## config.mk

```make
export PLATFORM = sky130hd
export DESIGN_NAME = rhtg_controller
export DESIGN_NICKNAME = d
export VERILOG_FILES = /design/src/sv/rhtg_pkg.sv /design/src/sv/rhtg_controller.sv
export SDC_FILE = /design/constraint.sdc
export NUM_CORES = 1
export LEC_CHECK = 0
export BUFFER_PORTS_ARGS = -buffer_cell sky130_fd_sc_hd__buf_2
export CORE_AREA = 2 2 39 41
export CTS_CLUSTER_DIAMETER = 100
export DETAILED_ROUTE_END_ITERATION = 10
export DIE_AREA = 0 0 41 43
export PLACE_DENSITY = 0.7
export SETUP_SLACK_MARGIN = 0.4
export SLEW_MARGIN = 20
export SYNTH_ARGS = -nofsm -noshare
export SYNTH_HDL_FRONTEND = slang
export SYNTH_SLANG_ARGS = --single-unit
```

## constraint.sdc

```tcl
create_clock -name clk -period 2.71 [get_ports clk]
set_clock_uncertainty 0.15 [all_clocks]
set_input_delay 0.271 -clock clk [delete_from_list [all_inputs] [get_ports clk]]
set_output_delay 0.271 -clock clk [all_outputs]
set_load 0.02 [all_outputs]
```

## src/sv/rhtg_pkg.sv

```systemverilog
// Shared types, constants and helper functions of the random heading trajectory generator.
// No dependencies; every other file of the block imports this package.
package rhtg_pkg;

	localparam int TRIG_ITERATIONS = 20;

	localparam logic signed [25:0] PI_Q = 26'sd3294199;
	localparam logic signed [25:0] HALF_PI_Q = 26'sd1647099;
	localparam logic signed [25:0] TWO_PI_Q = 26'sd6588398;
	localparam logic signed [33:0] CORDIC_K = 34'sd652032874;

	localparam logic [2:0] CFG_SPEED = 3'd0;
	localparam logic [2:0] CFG_TIME_STEP = 3'd1;
	localparam logic [2:0] CFG_GAIN = 3'd2;
	localparam logic [2:0] CFG_RETARGET = 3'd3;
	localparam logic [2:0] CFG_PITCH_LIMIT = 3'd4;

	localparam logic [4:0] OP_NOP = 5'd0;
	localparam logic [4:0] OP_CAPTURE = 5'd1;
	localparam logic [4:0] OP_RETARGET = 5'd2;
	localparam logic [4:0] OP_MUL_YR = 5'd3;
	localparam logic [4:0] OP_ACC_YR = 5'd4;
	localparam logic [4:0] OP_MUL_PR = 5'd5;
	localparam logic [4:0] OP_ACC_PR = 5'd6;
	localparam logic [4:0] OP_MUL_YA = 5'd7;
	localparam logic [4:0] OP_ACC_YA = 5'd8;
	localparam logic [4:0] OP_WRAP_A = 5'd9;
	localparam logic [4:0] OP_WRAP_B = 5'd10;
	localparam logic [4:0] OP_WRAP_C = 5'd11;
	localparam logic [4:0] OP_MUL_PA = 5'd12;
	localparam logic [4:0] OP_ACC_PA = 5'd13;
	localparam logic [4:0] OP_LOAD_Y = 5'd14;
	localparam logic [4:0] OP_LOAD_P = 5'd15;
	localparam logic [4:0] OP_RED = 5'd16;
	localparam logic [4:0] OP_FOLD = 5'd17;
	localparam logic [4:0] OP_HALF = 5'd18;
	localparam logic [4:0] OP_CORD = 5'd19;
	localparam logic [4:0] OP_STORE = 5'd20;
	localparam logic [4:0] OP_MUL_ST = 5'd21;
	localparam logic [4:0] OP_STEP = 5'd22;
	localparam logic [4:0] OP_MUL_HOR = 5'd23;
	localparam logic [4:0] OP_HOR = 5'd24;
	localparam logic [4:0] OP_MUL_DX = 5'd25;
	localparam logic [4:0] OP_POS_X = 5'd26;
	localparam logic [4:0] OP_MUL_DY = 5'd27;
	localparam logic [4:0] OP_POS_Y = 5'd28;
	localparam logic [4:0] OP_MUL_DZ = 5'd29;
	localparam logic [4:0] OP_POS_Z = 5'd30;
	localparam logic [4:0] OP_OUT = 5'd31;

	localparam logic [1:0] PH_YAW = 2'd0;
	localparam logic [1:0] PH_PITCH = 2'd1;
	localparam logic [1:0] PH_HALF = 2'd2;

	typedef struct packed {
		logic [4:0] op;
		logic [1:0] phase;
	} cmd_t;

	typedef struct packed {
		logic cordic_last;
		logic out_busy;
	} sts_t;

	function automatic logic signed [33:0] atan_val(input logic [4:0] i);
		logic signed [33:0] r;
		case (i)
			5'd0: r = 34'sd843314857;
			5'd1: r = 34'sd497837829;
			5'd2: r = 34'sd263043837;
			5'd3: r = 34'sd133525159;
			5'd4: r = 34'sd67021687;
			5'd5: r = 34'sd33543516;
			5'd6: r = 34'sd16775851;
			5'd7: r = 34'sd8388437;
			5'd8: r = 34'sd4194283;
			5'd9: r = 34'sd2097149;
			5'd10: r = 34'sd1048576;
			5'd11: r = 34'sd524288;
			5'd12: r = 34'sd262144;
			5'd13: r = 34'sd131072;
			5'd14: r = 34'sd65536;
			5'd15: r = 34'sd32768;
			5'd16: r = 34'sd16384;
			5'd17: r = 34'sd8192;
			5'd18: r = 34'sd4096;
			5'd19: r = 34'sd2048;
			5'd20: r = 34'sd1024;
			5'd21: r = 34'sd512;
			5'd22: r = 34'sd256;
			5'd23: r = 34'sd128;
			default: r = 34'sd0;
		endcase
		return r;
	endfunction

	function automatic logic signed [23:0] sat24(input logic signed [39:0] v);
		logic signed [23:0] r;
		if (v > 40'sd8388607) begin
			r = 24'sh7FFFFF;
		end else if (v < -40'sd8388608) begin
			r = 24'sh800000;
		end else begin
			r = v[23:0];
		end
		return r;
	endfunction

	function automatic logic signed [31:0] sat32(input logic signed [39:0] v);
		logic signed [31:0] r;
		if (v > 40'sd2147483647) begin
			r = 32'sh7FFFFFFF;
		end else if (v < -40'sd2147483648) begin
			r = 32'sh80000000;
		end else begin
			r = v[31:0];
		end
		return r;
	endfunction

	function automatic logic signed [15:0] quat_of(input logic signed [33:0] v);
		logic signed [33:0] r;
		logic signed [15:0] q;
		r = (v + 34'sd32768) >>> 16;
		if (r > 34'sd16384) begin
			q = 16'sd16384;
		end else if (r < -34'sd16384) begin
			q = -16'sd16384;
		end else begin
			q = r[15:0];
		end
		return q;
	endfunction

endpackage

```

## src/sv/rhtg_controller.sv

```systemverilog
// Sequencer that steps the datapath through one tick of the trajectory update.
// Depends on rhtg_pkg; drives rhtg_datapath through cmd_t and reads sts_t.
module rhtg_controller (
	input logic clk,
	input logic arst_n,
	input logic in_valid,
	output logic in_ready,
	input rhtg_pkg::sts_t sts,
	output rhtg_pkg::cmd_t cmd
);
	import rhtg_pkg::*;

	logic [4:0] state_q, state_d;
	logic [1:0] phase_q, phase_d;

	always_comb begin
		state_d = state_q;
		phase_d = phase_q;
		case (state_q)
			OP_NOP: if (in_valid) state_d = OP_RETARGET;
			OP_RETARGET: state_d = OP_MUL_YR;
			OP_MUL_YR: state_d = OP_ACC_YR;
			OP_ACC_YR: state_d = OP_MUL_PR;
			OP_MUL_PR: state_d = OP_ACC_PR;
			OP_ACC_PR: state_d = OP_MUL_YA;
			OP_MUL_YA: state_d = OP_ACC_YA;
			OP_ACC_YA: state_d = OP_WRAP_A;
			OP_WRAP_A: state_d = OP_WRAP_B;
			OP_WRAP_B: state_d = OP_WRAP_C;
			OP_WRAP_C: state_d = OP_MUL_PA;
			OP_MUL_PA: state_d = OP_ACC_PA;
			OP_ACC_PA: begin
				state_d = OP_LOAD_Y;
				phase_d = PH_YAW;
			end
			OP_LOAD_Y: state_d = OP_RED;
			OP_LOAD_P: state_d = OP_RED;
			OP_RED: state_d = OP_FOLD;
			OP_FOLD: state_d = OP_CORD;
			OP_HALF: state_d = OP_CORD;
			OP_CORD: if (sts.cordic_last) state_d = OP_STORE;
			OP_STORE: begin
				case (phase_q)
					PH_YAW: begin
						state_d = OP_LOAD_P;
						phase_d = PH_PITCH;
					end
					PH_PITCH: begin
						state_d = OP_HALF;
						phase_d = PH_HALF;
					end
					default: state_d = OP_MUL_ST;
				endcase
			end
			OP_MUL_ST: state_d = OP_STEP;
			OP_STEP: state_d = OP_MUL_HOR;
			OP_MUL_HOR: state_d = OP_HOR;
			OP_HOR: state_d = OP_MUL_DX;
			OP_MUL_DX: state_d = OP_POS_X;
			OP_POS_X: state_d = OP_MUL_DY;
			OP_MUL_DY: state_d = OP_POS_Y;
			OP_POS_Y: state_d = OP_MUL_DZ;
			OP_MUL_DZ: state_d = OP_POS_Z;
			OP_POS_Z: state_d = OP_OUT;
			OP_OUT: if (!sts.out_busy) state_d = OP_NOP;
			default: state_d = OP_NOP;
		endcase
	end

	always_ff @(posedge clk or negedge arst_n) begin
		if (!arst_n) begin
			state_q <= OP_NOP;
			phase_q <= PH_YAW;
		end else begin
			state_q <= state_d;
			phase_q <= phase_d;
		end
	end

	always_comb begin
		cmd.phase = phase_q;
		cmd.op = state_q;
		if (state_q == OP_NOP) begin
			cmd.op = in_valid ? OP_CAPTURE : OP_NOP;
		end else if (state_q == OP_OUT && sts.out_busy) begin
			cmd.op = OP_NOP;
		end
	end

	assign in_ready = (state_q == OP_NOP);

endmodule

```

==> flow_metrics.env, run 1 <==
export IMPL_outcome="finished, final reports clean"
export IMPL_ios=13
export IMPL_cp_arrival_ps=1680
export IMPL_gp_congestion=0.8340
export IMPL_max_freq_mhz=476.1
export IMPL_worstMarginPinSlew_ps=501.1
export IMPL_critPathSlowestCell="dfrtp_2"
export IMPL_syn_nets=78
export IMPL_drc=0
export IMPL_finalHoldViolCount=0
export IMPL_grt_max_degree=21
export IMPL_overflow=0
export IMPL_totalNegativeSetupSlack_ps=0
export IMPL_routed_top_layer="met4"
export IMPL_yosysTopAreaCellShare_pct=27.83
export IMPL_cts_tree="built"
export IMPL_grt_pass1_wl_um=2152
export IMPL_min_period_over_period_pct=77.51
export IMPL_cp_required_ps=2290
export IMPL_syn_to_final_growth_pct=7.753
export IMPL_relSlewSlack_pct=66.59
export IMPL_ys_ff_latch=7
export IMPL_drive_above_1_share_pct=25.30
export IMPL_yosysWarnings=0
export IMPL_cts_buffer_depth=2
export IMPL_ys_seq_area_share_pct=27.83
export IMPL_drv_cap=0
export IMPL_drt_initial_drc_count=10
export IMPL_seqPwrFrac_pct=37.6
export IMPL_root_buffer="clkbuf_4"
export IMPL_wl_per_cell_um=13.23
export IMPL_slowest_delay_ps=560
export IMPL_synth_top_cell_by_area="dfrtp_1"
export IMPL_first_pass_iters=4
export IMPL_irDropWorstVdd_mv=0.3723
export IMPL_avgViaCountPerCell=5.899
export IMPL_yosys_top_cells_area="dfrtp_1, buf_6, and2_1"
export IMPL_rsz0062_at_grt="no"
export IMPL_final_area_um2=678.2
export IMPL_setup_viol=0
export IMPL_critPathMaxFanout=20
export IMPL_worstHoldPathType="input port to asynchronous set/reset pin"
export IMPL_worstPathCellList="and3_4, nand4_1, a32o_1, buf_2"
export IMPL_fill_cells=145
export IMPL_diodes=0
export IMPL_drtAntennaViolNets=0
export IMPL_nNetsFinal=89
export IMPL_cts_sinks=7
export IMPL_grt_pass1_vias=505
export IMPL_fin_crit_ps=2101
export IMPL_most_common_layout_cells="buf_2, and2_1, o21ai_0, nand3_1, dfrtp_1"
export IMPL_synth_distinct_cells=35
export IMPL_htreeDepth=1
export IMPL_crit_type="flop to output pin"
export IMPL_die_h_um=43
export IMPL_clkPwrFrac_pct=9.9
export IMPL_start_kind="flop"
export IMPL_synth_area_um2=629.4
export IMPL_p_sw_share_pct=51.00
export IMPL_m1WireLength_um=569
export IMPL_groute_usage_overall_pct=17.51
export IMPL_dp_hpwl_um=934.9
export IMPL_clk_pin_slew_ps=50
export IMPL_p_int_mw=0.4426
export IMPL_clk_latency_ps=240
export IMPL_p_comb_share_pct=52.5
export IMPL_design_die_area_mm2=0.001763
export IMPL_port_buffers=12
export IMPL_finalMaxSlewViolations=0
export IMPL_utilization_pct=49.01
export IMPL_route_met2_wl_um=691
export IMPL_num_vias=584
export IMPL_postSynthCellCount=73
export IMPL_p_total_mw=0.9032
export IMPL_placed_area_um2=639.4
export IMPL_core_area_mm2=0.001384
export IMPL_cts_buffers=3
export IMPL_p_per_area_mw_per_mm2=1332
export IMPL_die_w_um=41
export IMPL_p_sw_mw=0.4606
export IMPL_cp_end_kind="output pin"
export IMPL_layout_commonest_cell="buf_2"
export IMPL_syn_avg_cell_area_um2=8.621
export IMPL_met3_length_um=35
export IMPL_routed_wl_um=1310
export IMPL_start_util_pct=45.48
export IMPL_leakagePower_nw=0.2842
export IMPL_rows=14
export IMPL_grt_antenna_before_repair=0
## stage by stage
stage	hold slack, ps	std cells	worst slack [ps]
2_1_floorplan	-174.6	73	1226
3_3_place_gp	-43.80	94	739.2
3_5_place_dp	-38.19	94	691.9
4_1_cts	234.8	99	420.1
5_1_grt	257.8	99	533.9
6_report	244.2	99	609.4
## area by class of cell
cell class	count	area (um2)	area share (%)
clock buffer	4	26.28	3.875
inverter	2	7.507	1.107
multi-input combinational	57	376.6	55.54
sequential	7	177.7	26.20
tap	16	20.02	2.952
timing repair buffer	13	70.07	10.33
## what timing repair did
item,in CTS,in global routing
setup buffers,0,0
setup endpoints to repair,0,5
endpoints found under the hold margin,7,0
hold buffers,1,0
gates resized for setup,0,2
## cell families (layout without fill, tap and decap cells)
| family | after synthesis | count (layout) | synth area share (%) |
|---|---|---|---|
| AND/OR/NAND/NOR | 34 | 34 | 32.80 |
| AO/OA/AOI/OAI | 18 | 18 | 20.08 |
| buffers and inverters | 9 | 19 | 12.32 |
| flip-flops | 7 | 7 | 27.83 |
| XOR/XNOR | 5 | 5 | 6.960 |
## sequential cells by signal (all words and copies together), names as in the netlist
register  count
state_q       5
phase_q       2
## per-layer routing
layer	vias to the layer above	global-route usage, %
met4	0	10.00
met5	-	0
met3	2	0
met2	17	25.31
met1	279	25.24
li1	286	-
## synth_stat cells, drive strengths merged
cell / n
xor2: 2
a32o: 1
a221o: 1
nand4: 3
o21ai: 7
nand3: 5
and4: 1
a31oi: 1
nand2b: 2
inv: 2
nor2: 5
o2111ai: 1
o2bb2ai: 2
nand2: 4
xnor2: 3
or3: 1
nor3: 1
and3: 1
a21oi: 2
buf: 5
nand4b: 1
nor2b: 2
and3b: 2
and2: 5
o311ai: 1
o211ai: 1
dfrtp: 7
o22ai: 1
or4: 1
clkbuf: 2
## final timing paths
| check | from | to | slack, ps | depth (start not counted) |
|---|---|---|---|---|
| worst max-delay path | state_q[2] | cmd[2] | 610 | 4 |
| worst min-delay path | arst_n | state_q[0] | 240 | 2 |
| worst max register to register | state_q[4] | phase_q[0] | 1000 | 4 |
| worst min register to register | phase_q[0] | state_q[3] | 430 | 1 |
| max in group asynchronous | arst_n | state_q[2] | 2000 | 2 |
| min in group clk | sts[1] | state_q[1] | 380 | 4 |
## critical path: cells and delay by family (launching register included)
family                 cells  cell delay (ps)
DFF                        1              560
AOI/OAI and AO/OA          1              280
and+or+nand+nor            2              450
buffers and inverters      1              150
## power groups by stage
stage	Sequential (mW)	Combinational (mW)	Clock, mW
after detailed placement	0.337	0.475	0
after CTS	0.335	0.477	0.0943
after global placement	0.332	0.471	0
after global routing	0.357	0.535	0.101
final	0.340	0.474	0.0894
after floorplan	0.218	0.548	0
Note: power is estimated with default switching activity, not from simulation.
==> run 2: changes to the inputs <==
--- a/config.mk
+++ b/config.mk
@@ -6,11 +6,11 @@
 export NUM_CORES = 1
 export LEC_CHECK = 0
 export BUFFER_PORTS_ARGS = -buffer_cell sky130_fd_sc_hd__buf_2
-export CORE_AREA = 2 2 39 41
+export CORE_MARGIN = 2
+export CORE_UTILIZATION = 46
 export CTS_CLUSTER_DIAMETER = 100
 export DETAILED_ROUTE_END_ITERATION = 10
-export DIE_AREA = 0 0 41 43
-export PLACE_DENSITY = 0.7
+export PLACE_DENSITY = 0.72
 export SETUP_SLACK_MARGIN = 0.4
 export SLEW_MARGIN = 20
 export SYNTH_ARGS = -nofsm -noshare
==> constraint.sdc (replaced) <==
create_clock -name clk -period 1.8 [get_ports clk]
set_clock_uncertainty 0.15 [all_clocks]
set_input_delay 0.18 -clock clk [delete_from_list [all_inputs] [get_ports clk]]
set_output_delay 0.18 -clock clk [all_outputs]
set_load 0.02 [all_outputs]
==> run 2 against run 1 <==
  * Clock power rose by 78%
  * Cell count grew 21%
  * Final area is 44% higher
  * Worst hold slack got worse by 130 ps
  * Critical endpoint unchanged
==> flow_metrics.env, run 2 (synthesis results as in run 1) <==
export IMPL_largest_reg_flops=5
export IMPL_grt_pass1_vias=590
export IMPL_crit_type="flop to output pin"
export IMPL_min_period_over_period_pct=99.62
export IMPL_stdcell_count=120
export IMPL_most_common_layout_cells="buf_4, buf_6, buf_2, and2_1, o21ai_0"
export IMPL_outcome="finished, final reports clean"
export IMPL_final_area_um2=975.9
export IMPL_ios=13
export IMPL_leakagePower_nw=0.4265
export IMPL_core_area_mm2=0.001285
export IMPL_worstMarginPinSlew_ps=376.6
export IMPL_die_w_um=40.99
export IMPL_grt_pass1_wl_um=2463
export IMPL_port_buffers=12
export IMPL_p_total_mw=2.121
export IMPL_dp_hpwl_um=1023
export IMPL_nNetsFinal=111
export IMPL_placed_cells=98
export IMPL_largest_register="state_q"
export IMPL_start_util_pct=48.98
export IMPL_grt_max_degree=14
export IMPL_root_buffer="clkbuf_4"
export IMPL_reg2reg_from="state_q[2]"
export IMPL_cts_buffers=3
export IMPL_wl_per_cell_um=16.98
export IMPL_cp_end_kind="output pin"
export IMPL_largest_registers="state_q x5, phase_q x2"
export IMPL_htreeDepth=1
export IMPL_layout_commonest_cell="buf_4"
export IMPL_setup_viol=0
export IMPL_drt_initial_drc_count=34
export IMPL_clk_pin_slew_ps=60
export IMPL_syn_to_final_growth_pct=55.07
export IMPL_num_vias=710
export IMPL_placed_area_um2=686.9
export IMPL_avgViaCountPerCell=5.917
export IMPL_design_die_area_mm2=0.001680
export IMPL_drtAntennaViolNets=0
export IMPL_start_kind="flop"
export IMPL_drc=0
export IMPL_gp_congestion=0.8996
export IMPL_clk_latency_ps=270
export IMPL_diodes=0
export IMPL_finalHoldViolCount=0
export IMPL_finalMaxSlewViolations=0
export IMPL_cts_tree="built"
export IMPL_die_h_um=40.99
export IMPL_r2r_slack_ps=100
export IMPL_max_freq_mhz=557.6
export IMPL_drv_cap=0
export IMPL_fin_crit_ps=1793
export IMPL_cp_required_ps=1470
export IMPL_overflow=0
export IMPL_worstReg2RegEnd="state_q[2]"
export IMPL_groute_usage_overall_pct=22.69
export IMPL_cts_buffer_depth=2
export IMPL_rsz0062_at_grt="yes"
export IMPL_worstHoldPathType="input port to asynchronous set/reset pin"
export IMPL_rows=13
export IMPL_first_pass_iters=5
export IMPL_cp_arrival_ps=1460
export IMPL_reg2reg_depth=5
export IMPL_cts_sinks=7
export IMPL_grt_antenna_before_repair=0
export IMPL_p_per_area_mw_per_mm2=2173
export IMPL_irDropWorstVdd_mv=1.072
export IMPL_relSlewSlack_pct=74.70
export IMPL_drive_above_1_share_pct=53.33
export IMPL_critPathMaxFanout=6
export IMPL_routed_wl_um=2038
run 2: area by class of cell:
type	instances	area, um2
fillers	72	309.0
well taps	15	18.77
inverters	2	7.507
clock buffers	4	26.28
flip-flops and latches	7	178.9
multi-input cells	57	449.2
repair buffers	35	295.3
run 2: worst max-delay path, cell delays in order (launching register included):
cell     delay [ps]
dfrtp_1         360
and3_4          190
nand4_1         210
a32o_2          300
buf_6           130
run 2: where the power goes:
part,switching (mW),total (mW),internal (mW),leakage [nW]
Clock,0.0738,0.159,0.0856,0.0150
Sequential,0.118,0.361,0.243,0.0821
Combinational,0.788,1.60,0.812,0.329
run 2: how the worst max path moves through the flow:
| stage | from | endpoint | slack (ps) | cells after the start |
|---|---|---|---|---|
| final | state_q[2] | cmd[2] | 7 | 4 |
| after global routing | state_q[2] | cmd[2] | -20 | 4 |
| after CTS | state_q[3] | cmd[2] | 60 | 4 |
| after detailed placement | state_q[0] | cmd[2] | 110 | 3 |
| after global placement | state_q[0] | cmd[2] | 160 | 3 |
| after floorplan | state_q[2] | state_q[2] | 350 | 4 |
run 2: per-layer routing:
layer,global-route usage (%),share of wire [%],up-vias
li1,-,-,332
met1,26.16,42,341
met2,39.45,51,33
met3,2.717,5.8,4
met4,13.33,1.4,0
met5,0,0,-
run 2: per-stage QoR:
stage / hold slack, ps / setup TNS (ps) / utilization, % / worst slack, ps
after floorplan: -265.6 / 0 / - / 351.8
after global placement: -129.3 / 0 / 53.46 / 158.0
after detailed placement: -125.2 / 0 / 53.46 / 114.5
after CTS: 126.6 / 0 / 66.99 / 59.53
after global routing: 138.9 / -24.19 / 75.95 / -24.19
final: 118.8 / 0 / 75.95 / 6.754
run 2: repair_timing:
action,CTS,global route
buffers inserted,11,6
pin swaps,7,12
setup endpoints to repair,12,13
hold buffers,1,0
hold endpoints to repair,7,0
gates resized for setup,18,18
gates cloned,0,0
